<file path="src/rtl/core/crcfb_pkg.sv">
// ----------------------------------------------------------------------------
// crcfb_pkg
// Shared types, constants and the CRC-16/Modbus byte update for the framer.
// ----------------------------------------------------------------------------
package crcfb_pkg;

    localparam int QUEUE_DEPTH = 4;
    localparam int QPTR_W      = $clog2(QUEUE_DEPTH);
    localparam int QCNT_W      = $clog2(QUEUE_DEPTH + 1);

    localparam logic [7:0]  SYNC0_BYTE = 8'hEB;
    localparam logic [7:0]  SYNC1_BYTE = 8'hA6;
    localparam logic [7:0]  ZERO_BYTE  = 8'h00;
    localparam logic [7:0]  TERM_BYTE  = 8'h0A;
    localparam logic [15:0] CRC_POLY   = 16'hA001;
    localparam logic [15:0] CRC_INIT   = 16'hFFFF;
    localparam logic [15:0] MAX_FRAME_RESET = 16'd512;
    localparam logic [16:0] FRAME_OVERHEAD  = 17'd8;
    localparam logic [15:0] LEN_FIELD_ADD   = 16'd3;

    localparam logic CMD_START   = 1'b0;
    localparam logic CMD_PAYLOAD = 1'b1;

    typedef enum logic [1:0] {
        OP_REJECT = 2'd0,
        OP_HEADER = 2'd1,
        OP_DATA   = 2'd2
    } op_kind_t;

    // data: length field for a header, byte in [7:0] for data
    typedef struct packed {
        op_kind_t    kind;
        logic        last;
        logic [15:0] data;
    } op_t;

    function automatic logic [15:0] crc_feed(input logic [15:0] crc, input logic [7:0] b);
        logic [15:0] c;
        c = crc ^ {8'h00, b};
        for (int k = 0; k < 8; k++) begin
            if (c[0])
                c = (c >> 1) ^ CRC_POLY;
            else
                c = c >> 1;
        end
        return c;
    endfunction

endpackage

</file>
<file path="src/rtl/core/crc_frame_builder.sv">
// ----------------------------------------------------------------------------
// crc_frame_builder
// Frame: sync, length field, zero byte, payload, terminator, CRC-16/Modbus.
// ----------------------------------------------------------------------------
//  channel  dir  tdata                                   side band
//  s_*      in   [15:0] payload_length, [23:16] data_byte  tuser: cmd
//  m_*      out  [7:0] frame_byte                         tlast: end_of_frame,
//                                                         tuser: rejected
//  cfg_*    in   cfg_wr_data: max_frame_bytes             cfg_wr_en: write
//
//  Output side runs one word per cycle while m_tready is high and ops wait;
//  a frame of L payload bytes is L + 8 words, input L + 1, paced by the back end.
//  From idle, a start word reaches m_tvalid via queue, step_reg and out regs.
//  A four-entry op queue lets input run ahead while headers expand.
//  Reset clears queue, counters and output valid; max_frame_bytes resets to 512.
//  s_tready drops only while the queue is full; m_tready stalls hold the word.
// ----------------------------------------------------------------------------
module crc_frame_builder (
    input  logic        clk,
    input  logic        rst_n,
    input  logic        s_tvalid,
    output logic        s_tready,
    input  logic [23:0] s_tdata,    // payload_length, data_byte
    input  logic        s_tuser,    // cmd
    output logic        m_tvalid,
    input  logic        m_tready,
    output logic [7:0]  m_tdata,    // frame_byte
    output logic        m_tlast,
    output logic        m_tuser,    // rejected
    input  logic        cfg_wr_en,
    input  logic [15:0] cfg_wr_data
);
    import crcfb_pkg::*;

    logic push_valid, queue_full, queue_empty, pop;
    op_t  push_op, head_op;

    crcfb_front u_front (
        .clk         (clk),
        .rst_n       (rst_n),
        .s_tvalid    (s_tvalid),
        .s_tready    (s_tready),
        .s_tdata     (s_tdata),
        .s_tuser     (s_tuser),
        .cfg_wr_en   (cfg_wr_en),
        .cfg_wr_data (cfg_wr_data),
        .queue_full  (queue_full),
        .push_valid  (push_valid),
        .push_op     (push_op)
    );

    crcfb_queue u_queue (
        .clk        (clk),
        .rst_n      (rst_n),
        .push_valid (push_valid),
        .push_op    (push_op),
        .full       (queue_full),
        .pop        (pop),
        .head_op    (head_op),
        .empty      (queue_empty)
    );

    crcfb_back u_back (
        .clk         (clk),
        .rst_n       (rst_n),
        .head_op     (head_op),
        .queue_empty (queue_empty),
        .pop         (pop),
        .m_tvalid    (m_tvalid),
        .m_tready    (m_tready),
        .m_tdata     (m_tdata),
        .m_tlast     (m_tlast),
        .m_tuser     (m_tuser)
    );

endmodule

</file>
<file path="src/rtl/core/crcfb_front.sv">
// ----------------------------------------------------------------------------
// crcfb_front
// Accepts input words, checks the frame size and tracks the payload count.
// ----------------------------------------------------------------------------
module crcfb_front (
    input  logic               clk,
    input  logic               rst_n,
    input  logic               s_tvalid,
    output logic               s_tready,
    input  logic [23:0]        s_tdata,
    input  logic               s_tuser,
    input  logic               cfg_wr_en,
    input  logic [15:0]        cfg_wr_data,
    input  logic               queue_full,
    output logic               push_valid,
    output crcfb_pkg::op_t     push_op
);
    import crcfb_pkg::*;

    logic [15:0] max_frame_reg;
    logic        active_reg, active_next;
    logic [15:0] remain_reg, remain_next;

    logic        accept;
    logic [15:0] len;
    logic [7:0]  data_byte;

    assign s_tready  = !queue_full;
    assign accept    = s_tvalid && s_tready;
    assign len       = s_tdata[15:0];
    assign data_byte = s_tdata[23:16];

    always_comb
    begin
        active_next = active_reg;
        remain_next = remain_reg;
        push_valid  = 1'b0;
        push_op     = '{kind: OP_REJECT, last: 1'b0, data: 16'h0000};
        if (accept)
        begin
            if (s_tuser == CMD_START)
            begin
                active_next = 1'b0;
                remain_next = 16'h0000;
                push_valid  = 1'b1;
                if (({1'b0, len} + FRAME_OVERHEAD) > {1'b0, max_frame_reg})
                begin
                    push_op = '{kind: OP_REJECT, last: 1'b1, data: 16'h0000};
                end
                else
                begin
                    push_op = '{kind: OP_HEADER, last: (len == 16'h0000),
                                data: len + LEN_FIELD_ADD};
                    if (len != 16'h0000)
                    begin
                        active_next = 1'b1;
                        remain_next = len;
                    end
                end
            end
            else if (active_reg)
            begin
                push_valid  = 1'b1;
                push_op     = '{kind: OP_DATA, last: (remain_reg == 16'd1),
                                data: {8'h00, data_byte}};
                remain_next = remain_reg - 16'd1;
                if (remain_reg == 16'd1)
                    active_next = 1'b0;
            end
        end
    end

    always_ff @(posedge clk or negedge rst_n)
    begin
        if (!rst_n)
        begin
            max_frame_reg <= MAX_FRAME_RESET;
            active_reg    <= 1'b0;
            remain_reg    <= 16'h0000;
        end
        else
        begin
            if (cfg_wr_en)
                max_frame_reg <= cfg_wr_data;
            active_reg <= active_next;
            remain_reg <= remain_next;
        end
    end

    a_no_push_when_full: assert property (@(posedge clk) disable iff (!rst_n)
        push_valid |-> !queue_full)
        else $error("push into full queue");

    a_active_has_count: assert property (@(posedge clk) disable iff (!rst_n)
        active_reg |-> remain_reg != 16'h0000)
        else $error("active frame with zero count");

    a_payload_idle_dropped: assert property (@(posedge clk) disable iff (!rst_n)
        accept && s_tuser == CMD_PAYLOAD && !active_reg |-> !push_valid)
        else $error("payload pushed while idle");

endmodule

</file>
<file path="src/rtl/core/crcfb_queue.sv">
// ----------------------------------------------------------------------------
// crcfb_queue
// Small FIFO of decoded operations between front and back.
// ----------------------------------------------------------------------------
module crcfb_queue (
    input  logic               clk,
    input  logic               rst_n,
    input  logic               push_valid,
    input  crcfb_pkg::op_t     push_op,
    output logic               full,
    input  logic               pop,
    output crcfb_pkg::op_t     head_op,
    output logic               empty
);
    import crcfb_pkg::*;

    op_t               entry_reg [QUEUE_DEPTH];
    logic [QPTR_W-1:0] wr_ptr_reg, wr_ptr_next;
    logic [QPTR_W-1:0] rd_ptr_reg, rd_ptr_next;
    logic [QCNT_W-1:0] count_reg, count_next;
    logic              do_push, do_pop;

    assign full    = (count_reg == QCNT_W'(QUEUE_DEPTH));
    assign empty   = (count_reg == '0);
    assign head_op = entry_reg[rd_ptr_reg];
    assign do_push = push_valid && !full;
    assign do_pop  = pop && !empty;

    always_comb
    begin
        wr_ptr_next = wr_ptr_reg;
        rd_ptr_next = rd_ptr_reg;
        count_next  = count_reg;
        if (do_push)
            wr_ptr_next = (wr_ptr_reg == QPTR_W'(QUEUE_DEPTH - 1)) ? '0 : wr_ptr_reg + 1'b1;
        if (do_pop)
            rd_ptr_next = (rd_ptr_reg == QPTR_W'(QUEUE_DEPTH - 1)) ? '0 : rd_ptr_reg + 1'b1;
        if (do_push && !do_pop)
            count_next = count_reg + 1'b1;
        else if (do_pop && !do_push)
            count_next = count_reg - 1'b1;
    end

    always_ff @(posedge clk or negedge rst_n)
    begin
        if (!rst_n)
        begin
            wr_ptr_reg <= '0;
            rd_ptr_reg <= '0;
            count_reg  <= '0;
        end
        else
        begin
            wr_ptr_reg <= wr_ptr_next;
            rd_ptr_reg <= rd_ptr_next;
            count_reg  <= count_next;
        end
    end

    always_ff @(posedge clk)
    begin
        if (do_push)
            entry_reg[wr_ptr_reg] <= push_op;
    end

endmodule

</file>
<file path="src/rtl/core/crcfb_back.sv">
// ----------------------------------------------------------------------------
// crcfb_back
// Expands queued operations into frame bytes and keeps the running CRC.
// ----------------------------------------------------------------------------
module crcfb_back (
    input  logic               clk,
    input  logic               rst_n,
    input  crcfb_pkg::op_t     head_op,
    input  logic               queue_empty,
    output logic               pop,
    output logic               m_tvalid,
    input  logic               m_tready,
    output logic [7:0]         m_tdata,
    output logic               m_tlast,
    output logic               m_tuser
);
    import crcfb_pkg::*;

    typedef enum logic [10:0] {
        S_IDLE  = 11'b00000000001,
        S_SYNC0 = 11'b00000000010,
        S_SYNC1 = 11'b00000000100,
        S_LENHI = 11'b00000001000,
        S_LENLO = 11'b00000010000,
        S_ZERO  = 11'b00000100000,
        S_PAY   = 11'b00001000000,
        S_TERM  = 11'b00010000000,
        S_CRCLO = 11'b00100000000,
        S_CRCHI = 11'b01000000000,
        S_REJ   = 11'b10000000000
    } step_t;

    step_t       step_reg, step_next;
    op_t         op_reg;
    logic [15:0] crc_reg, crc_next;
    logic        out_valid_reg;
    logic [7:0]  out_byte_reg;
    logic        out_last_reg, out_rej_reg;

    logic        out_free, emit, done, feed;
    logic [7:0]  step_byte;
    logic        step_last, step_rej;
    step_t       succ, start_step;

    assign out_free = !out_valid_reg || m_tready;
    assign emit     = (step_reg != S_IDLE) && out_free;
    assign pop      = !queue_empty && ((step_reg == S_IDLE) || (emit && done));

    always_comb
    begin
        unique case (head_op.kind)
            OP_REJECT: start_step = S_REJ;
            OP_HEADER: start_step = S_SYNC0;
            OP_DATA:   start_step = S_PAY;
            default:   start_step = S_REJ;
        endcase
    end

    always_comb
    begin
        step_byte = ZERO_BYTE;
        step_last = 1'b0;
        step_rej  = 1'b0;
        feed      = 1'b0;
        done      = 1'b0;
        succ      = S_IDLE;
        unique case (step_reg)
            S_IDLE:  done = 1'b1;
            S_SYNC0: begin step_byte = SYNC0_BYTE; feed = 1'b1; succ = S_SYNC1; end
            S_SYNC1: begin step_byte = SYNC1_BYTE; feed = 1'b1; succ = S_LENHI; end
            S_LENHI: begin step_byte = op_reg.data[15:8]; feed = 1'b1; succ = S_LENLO; end
            S_LENLO: begin step_byte = op_reg.data[7:0]; feed = 1'b1; succ = S_ZERO; end
            S_ZERO:
            begin
                step_byte = ZERO_BYTE;
                feed      = 1'b1;
                succ      = S_TERM;
                done      = !op_reg.last;
            end
            S_PAY:
            begin
                step_byte = op_reg.data[7:0];
                feed      = 1'b1;
                succ      = S_TERM;
                done      = !op_reg.last;
            end
            S_TERM:  begin step_byte = TERM_BYTE; feed = 1'b1; succ = S_CRCLO; end
            S_CRCLO: begin step_byte = crc_reg[7:0]; succ = S_CRCHI; end
            S_CRCHI:
            begin
                step_byte = crc_reg[15:8];
                step_last = 1'b1;
                done      = 1'b1;
            end
            S_REJ:
            begin
                step_last = 1'b1;
                step_rej  = 1'b1;
                done      = 1'b1;
            end
            default: done = 1'b1;
        endcase
    end

    always_comb
    begin
        crc_next = crc_reg;
        if (emit && feed)
            crc_next = crc_feed((step_reg == S_SYNC0) ? CRC_INIT : crc_reg, step_byte);

        if (emit && !done)
            step_next = succ;
        else if ((step_reg == S_IDLE) || emit)
            step_next = pop ? start_step : S_IDLE;
        else
            step_next = step_reg;
    end

    always_ff @(posedge clk or negedge rst_n)
    begin
        if (!rst_n)
        begin
            step_reg      <= S_IDLE;
            crc_reg       <= CRC_INIT;
            out_valid_reg <= 1'b0;
        end
        else
        begin
            step_reg <= step_next;
            crc_reg  <= crc_next;
            if (out_free)
                out_valid_reg <= emit;
        end
    end

    always_ff @(posedge clk)
    begin
        if (pop)
            op_reg <= head_op;
        if (emit)
        begin
            out_byte_reg <= step_byte;
            out_last_reg <= step_last;
            out_rej_reg  <= step_rej;
        end
    end

    assign m_tvalid = out_valid_reg;
    assign m_tdata  = out_byte_reg;
    assign m_tlast  = out_last_reg;
    assign m_tuser  = out_rej_reg;

    a_reject_word: assert property (@(posedge clk) disable iff (!rst_n)
        m_tvalid && m_tuser |-> m_tlast && m_tdata == ZERO_BYTE)
        else $error("reject word malformed");

    a_pop_nonempty: assert property (@(posedge clk) disable iff (!rst_n)
        pop |-> !queue_empty)
        else $error("pop from empty queue");

    a_crc_hi_ends: assert property (@(posedge clk) disable iff (!rst_n)
        emit && step_reg == S_CRCHI |=> m_tvalid && m_tlast && !m_tuser)
        else $error("final CRC byte not marked last");

endmodule

</file>
<file path="config.mk">
export PLATFORM = sky130hd
export DESIGN_NAME = crc_frame_builder
export DESIGN_NICKNAME = d
export VERILOG_FILES = /design/src/rtl/core/crcfb_pkg.sv /design/src/rtl/core/crc_frame_builder.sv /design/src/rtl/core/crcfb_front.sv /design/src/rtl/core/crcfb_queue.sv /design/src/rtl/core/crcfb_back.sv
export SDC_FILE = /design/constraint.sdc
export NUM_CORES = 1
export LEC_CHECK = 0
export ABC_AREA = 0
export ABC_CLOCK_PERIOD_IN_PS = 6300
export BUFFER_PORTS_ARGS = -buffer_cell sky130_fd_sc_hd__buf_2
export CAP_MARGIN = 20
export CORE_MARGIN = 5
export CORE_UTILIZATION = 58
export DETAILED_ROUTE_END_ITERATION = 7
export PLACE_DENSITY = 0.77
export SYNTH_ARGS = -nofsm -noshare
export SYNTH_HDL_FRONTEND = slang
export SYNTH_SLANG_ARGS = --single-unit
export TNS_END_PERCENT = 100
</file>
<file path="constraint.sdc">
create_clock -name clk -period 6.3 [get_ports clk]
set_input_delay 1.26 -clock clk [delete_from_list [all_inputs] [get_ports clk]]
set_output_delay 1.26 -clock clk [all_outputs]
set_load 0.005 [all_outputs]
</file>
Yosys cells after proc, flatten, opt, wreduce, memory -nomap -nowiden
Memory sizes are Yosys's and may differ from the RTL's. Cells that the tools add are included. W data, S select, Z words.

Memories kept: 1. Memory bits (writable): 76. Word-level logic and storage cells: 130. Output and inout bits: 12. Input port bits: 46. Register bits: 95.

Memory list: u_queue.entry_reg (depth 4, width 19, read ports 1, clocked after Yosys merged registers in 0, wr ports 1, RTL line crcfb_queue.sv:17) `op_t entry_reg [QUEUE_DEPTH];`.

Equal/unequal tests: 19. $lt $le $gt $ge: 1. Mux-type cells: 48. Reductions and logical operators: 31. $add $sub $neg: 7. Bitwise logic cells: 9.

Operators with widths (count): $mux W16 (20); $pmux W10 S7 (1); $mux W19 (3); $pmux W8 S7 (1); $mux W11 (3); $not A2 Y3 (8); $pmux W11 S2 (1); $mux W18 (1); $add A16 B4 Y17 const B (1); $gt A17 B16 Y1 (1); $add A16 B2 Y16 const B (1); $eq A16 B1 Y1 const B (1); $logic_not A16 Y1 (1); $reduce_bool A16 Y1 (1); $sub A16 B1 Y16 const B (1); $xor A16 B8 Y16 (1); $mux W1 (13); $eq A11 B1 Y1 const B (1); $eq A11 B10 Y1 const B (1); $eq A11 B11 Y1 const B (1); $eq A11 B2 Y1 const B (1); $eq A11 B3 Y1 const B (1); $eq A11 B4 Y1 const B (1); $eq A11 B5 Y1 const B (1); other kinds (24) (49).

Longest topological paths before layout
Depth after elaboration: 27. Gate-level depth with buffers: 17. Depth with buffers taken out: 16.

Modules after synthesis
From an unflattened synthesis, not the netlist that was laid out.

Cell total of the unflattened synthesis: 743. Area total of the unflattened synthesis: 8896.0 µm².

By module, submodules not included: crcfb_queue (times used 1, cells an instance 136, area each 3178.0 µm²); crcfb_back (times used 1, cells an instance 274, area each 2996.6 µm²); crcfb_front (times used 1, cells an instance 333, area each 2721.4 µm²).

Worst setup path after synthesis
No wires, ideal clock.

Kind: register -> register. From: register u_back.step_reg[7]. To: register u_queue.count_reg[1]. Data required time: 6.175 ns. Path buffers: 2. Stages on the path, launching flop included: 13. Arrival: 4.489 ns. Clock period less this slack: 4.614 ns. Path slack: 1.686 ns. Cells stage by stage: dfrtp_1 > buf_6 > or4_1 > buf_2 > nor2_1 > and4b_1 > nor2_1 > nor3_1 > inv_1 > ha_1 > inv_1 > fa_1 > mux2_2.

Cells in the longest elaborated chain, start to end: 10.

Ends and longest elaborated chain: from (decl) (RTL line crcfb_back.sv:33) `step_t step_reg, step_next;`; from (signal assigned) (RTL line crcfb_back.sv:129) `step_reg <= step_next;`; $eq A11 B3 Y1 (tied with other cells) (RTL line crcfb_back.sv:67) `unique case (step_reg)`; $reduce_or A6 Y1 (no source line) / $reduce_or A2 Y1 (equally long branches); $pmux W1 S2 (RTL line crcfb_back.sv:67); $logic_and A1 B1 Y1 (RTL line crcfb_back.sv:47) `assign pop = !queue_empty && ((step_reg == S_IDLE) || (emit && done));`; $logic_or A1 B1 Y1 * (RTL line crcfb_back.sv:47); $logic_and A1 B1 Y1 * (RTL line crcfb_back.sv:47); $logic_and A1 B1 Y1 * (RTL line crcfb_queue.sv:27) `assign do_pop = pop && !empty;`; $logic_not A1 Y1 * (RTL line crcfb_queue.sv:38) `if (do_push && !do_pop)`; $logic_and A1 B1 Y1 * (RTL line crcfb_queue.sv:38); $mux W3 * (RTL line crcfb_queue.sv:38); named net u_queue.count_next[1] (RTL line crcfb_queue.sv:20) `logic [QCNT_W-1:0] count_reg, count_next;`; to (signal assigned) (RTL line crcfb_queue.sv:56) `count_reg <= count_next;`; to (decl) (RTL line crcfb_queue.sv:20).

The timed path passes the listed nets; every way through them passes the cells marked *. A chain may end at the register's enable or synchronous reset.

Worst setup path after layout
From: input port s_tdata[4]. To: register u_front.remain_reg[7].

Cells in the longest elaborated chain, start to end: 4.

Ends and longest elaborated chain: from (decl) (RTL line crc_frame_builder.sv:23) `input logic [23:0] s_tdata,`; $add A16 B4 Y17 / $reduce_bool A16 Y1 (equally long branches) (RTL line crcfb_front.sv:46, crcfb_front.sv:54); $gt A17 B16 Y1 / $mux W16 (equally long branches) (RTL line crcfb_front.sv:46, crcfb_front.sv:54); $mux W16 * (RTL line crcfb_front.sv:46) `if (({1'b0, len} + FRAME_OVERHEAD) > {1'b0, max_frame_reg})`; $mux W16 * (RTL line crcfb_front.sv:41) `if (s_tuser == CMD_START)`; to (signal assigned) (RTL line crcfb_front.sv:86) `remain_reg <= remain_next;`; to (decl) (RTL line crcfb_front.sv:22) `logic [15:0] remain_reg, remain_next;`.

Every way passes the cells marked *; elsewhere a longest branch is shown, timed or not.

==> out/qor.yml <==
route:
  vias: 6006
  wl_per_cell_um: 19.9
  first_pass_iters: 8
  ant_nets: 0
  via_per_inst: 6.19
  drt_wl_total_mm: 19.4
  drc: 4
  drt-initial-drc-count: 550
run_status:
  violations: "design-rule violations"
  outcome: "complete, but fails checks"
placed_design:
  io_buffers: 57
  dpl.hpwl_mm: 13.7
  place.gp.congestion: 0.885
sta:
  holdWs_ns: 0.490
  hold_viol: 0
  fin_crit_ns: 5.10
  grt_setup_unrepaired: "no"
  relSlewSlack_pct: 32.7
  worstMarginPinSlew_ns: 1.01
  period_share_pct: 81.0
  drv_slew: 0
  finalSetupViolCount: 0
  final.setup.tns_ns: 0
  fmaxAchievable_ghz: 0.196
  skew_ns: 0.00605
worst_setup_path:
  required_ns: 6.66
  end_kind: "flop"
  cpMaxStageDelayCell: "nand2_1"
  cp_max_fo: 18
  cp_cell_sequence: "buf_2, ha_1, nand3_1, nor2_1, and3_1, and3_1, nand3_1, xnor2_1, ha_1, nand4_1, or4_1, o21ai_0, o21ai_0, o21ai_1, nand2_1, inv_1, a221o_1"
  cp-start-kind: "input pin"
  slowest_delay_ns: 0.55
  arrival_ns: 5.46
  path_class: "input pin to flop"
floorplan:
  initial_utilization_pct: 59.2
  die-area_um2: 17400
  row_count: 44
  coreArea_um2: 14600
  pin_count: 58
  dieWidth_um: 132
  die_h_um: 132
grt:
  overflow: 0
  antenna_found_initial: 0
  grt_pass1_wl_mm: 31.3
  grt_max_degree: 69
  grt_pass1_vias: 5992
  grt_util_all_layers_pct: 22.8
synthesis:
  ys_seq_area_share_pct: 55.8
  mappedNetlistArea_um2: 8640
  synth.avg_cell_area_um2: 11.8
  synthArstFlopShare_pct: 39.8
  synth_seq_cells: 171
  synth_ff_type: "edfxtp_1"
  yosysWarnings: 0
  syn-instance-count: 734
  synth_top_cell_area_share_pct: 35.8
  synth.largest_area_cell: "edfxtp_1"
  synth.distinct_cells: 68
  synth.area.top_cells: "edfxtp_1, dfrtp_1, dfstp_2"
  synth_edf_count: 103
  syn-num-nets: 809
final_layout:
  drive_above_1_share_pct: 18.6
  nets: 849
  largest_reg_flops: 76
  areaGrowthSynthToFinish_pct: 10.9
  n_antenna_cell: 0
power_and_ir_drop:
  leakage_nw: 3.77
  ir_worst_vdd_mv: 0.230
  power-per-cell-area_nw_per_um2: 469
  p_total_mw: 4.49
clocking:
  holdBufCountCts: 0
  cts_resized: 0
  insertion_delay_ns: 0.42
  cts_inserted_buffers: 17
  htreeDepth: 4
  cts_buffer_depth: 2
  clk_pin_slew_ns: 0.07
  cts_root_buffer: "clkbuf_16"
  postCtsSetupBuffers: 0
  tritoncts: "done"
  cts.sinks: 171
job:
  timing.max_cap.violations: 0
min_path:
  hp-class: "flop to flop"
==> routing by layer <==
layer | vias to the layer above | track usage (%) | wire (um)
li1 | 2780 | - | -
met1 | 2946 | 29.2 | 7830
met2 | 223 | 37.7 | 9740
met3 | 57 | 5.11 | 1080
met4 | 0 | 9.49 | 706
met5 | - | 0 | 0
==> where the power goes <==
| part | internal [mW] | switching (mW) |
|---|---|---|
| clock network | 0.585 | 0.431 |
| logic | 0.718 | 0.876 |
| registers | 1.65 | 0.237 |
| total | 2.95 | 1.54 |
==> final cells by class <==
| class | count | area, um2 |
|---|---|---|
| Tap cell | 184 | 230 |
| Inverter | 32 | 120 |
| Clock inverter | 14 | 145 |
| Timing Repair Buffer | 63 | 330 |
| Clock buffer | 18 | 429 |
| Fill cell | 1041 | 5010 |
| Sequential cell | 171 | 4820 |
| Multi-Input combinational cell | 489 | 3510 |
==> metrics by stage <==
step	setup WS, ns	area (um2)	utilization (%)	cells
2_1_floorplan	1.69	8640	-	734
3_3_place_gp	1.01	9000	61.7	939
3_5_place_dp	0.850	9000	61.7	939
4_1_cts	1.27	9580	65.7	971
5_1_grt	0.855	9580	65.7	971
6_report	1.20	9580	65.7	971
==> kinds of logic after synthesis <==
kind of cell	synth area share (%)
AOI/OAI and AO/OA	10.1
xor gates and xnor gates	5.78
adders and majority gates	4.29
buffers and inverters	3.68
DFF	55.8
muxes	6.00
and+or+nand+nor	14.3
==> cells in the final DEF (no fill, tap or decap), drive strengths merged, types with 4 or more instances in the layout <==
cell type / count
a21oi: 23
clkbuf: 18
mux4: 19
a22oi: 5
nor2b: 5
a222oi: 5
buf: 63
nand2b: 7
inv: 35
dfrtp: 50
nor2: 57
nand3: 15
or4: 9
nor4: 11
ha: 28
or3: 8
o21ai: 60
nand4: 10
dfstp: 18
and3: 7
nand2: 83
edfxtp: 103
o21a: 4
mux2: 5
xor2: 27
a22o: 4
nor3: 16
xnor2: 24
clkinv: 7
a221o: 12
and2: 6
==> synthesized netlist by cell type (4+ instances only) <==
cell type,number
a21oi_1,23
a221o_1,12
a222oi_1,5
a22o_1,4
a22oi_1,5
and2_1,6
and3_1,7
buf_2,4
buf_6,4
clkbuf_1,30
dfrtp_1,50
dfstp_2,18
edfxtp_1,103
ha_1,28
inv_1,32
mux2_2,5
mux4_2,19
nand2_1,82
nand2b_1,7
nand3_1,15
nand4_1,10
nor2_1,57
nor2b_1,5
nor3_1,16
nor4_1,8
o21a_1,4
o21ai_0,56
or3_1,8
or4_1,7
xnor2_1,23
xor2_1,27
==> worst max-delay path: cells and delay by family <==
| kind | cells | cell delay, ns |
|---|---|---|
| buf+inv | 2 | 0.68 |
| xor+xnor | 1 | 0.14 |
| fa+ha+maj | 2 | 0.51 |
| compound gates | 4 | 0.70 |
| simple gates | 8 | 2.15 |
==> final timing paths <==
kind	start	to	slack, ns	cells after the start
min in group asynchronous	rst_n	u_queue.count_reg[0]	1.03	2
setup reg to reg	u_back.step_reg[7]	u_queue.count_reg[2]	2.48	15
max in group asynchronous	rst_n	u_front.remain_reg[12]	4.68	2
hold / removal	u_queue.count_reg[2]	u_queue.count_reg[2]	0.49	1
setup / recovery	s_tdata[4]	u_front.remain_reg[7]	1.20	17
hold reg to reg	u_queue.count_reg[2]	u_queue.count_reg[2]	0.49	1
(Power assumes the default switching activity.)
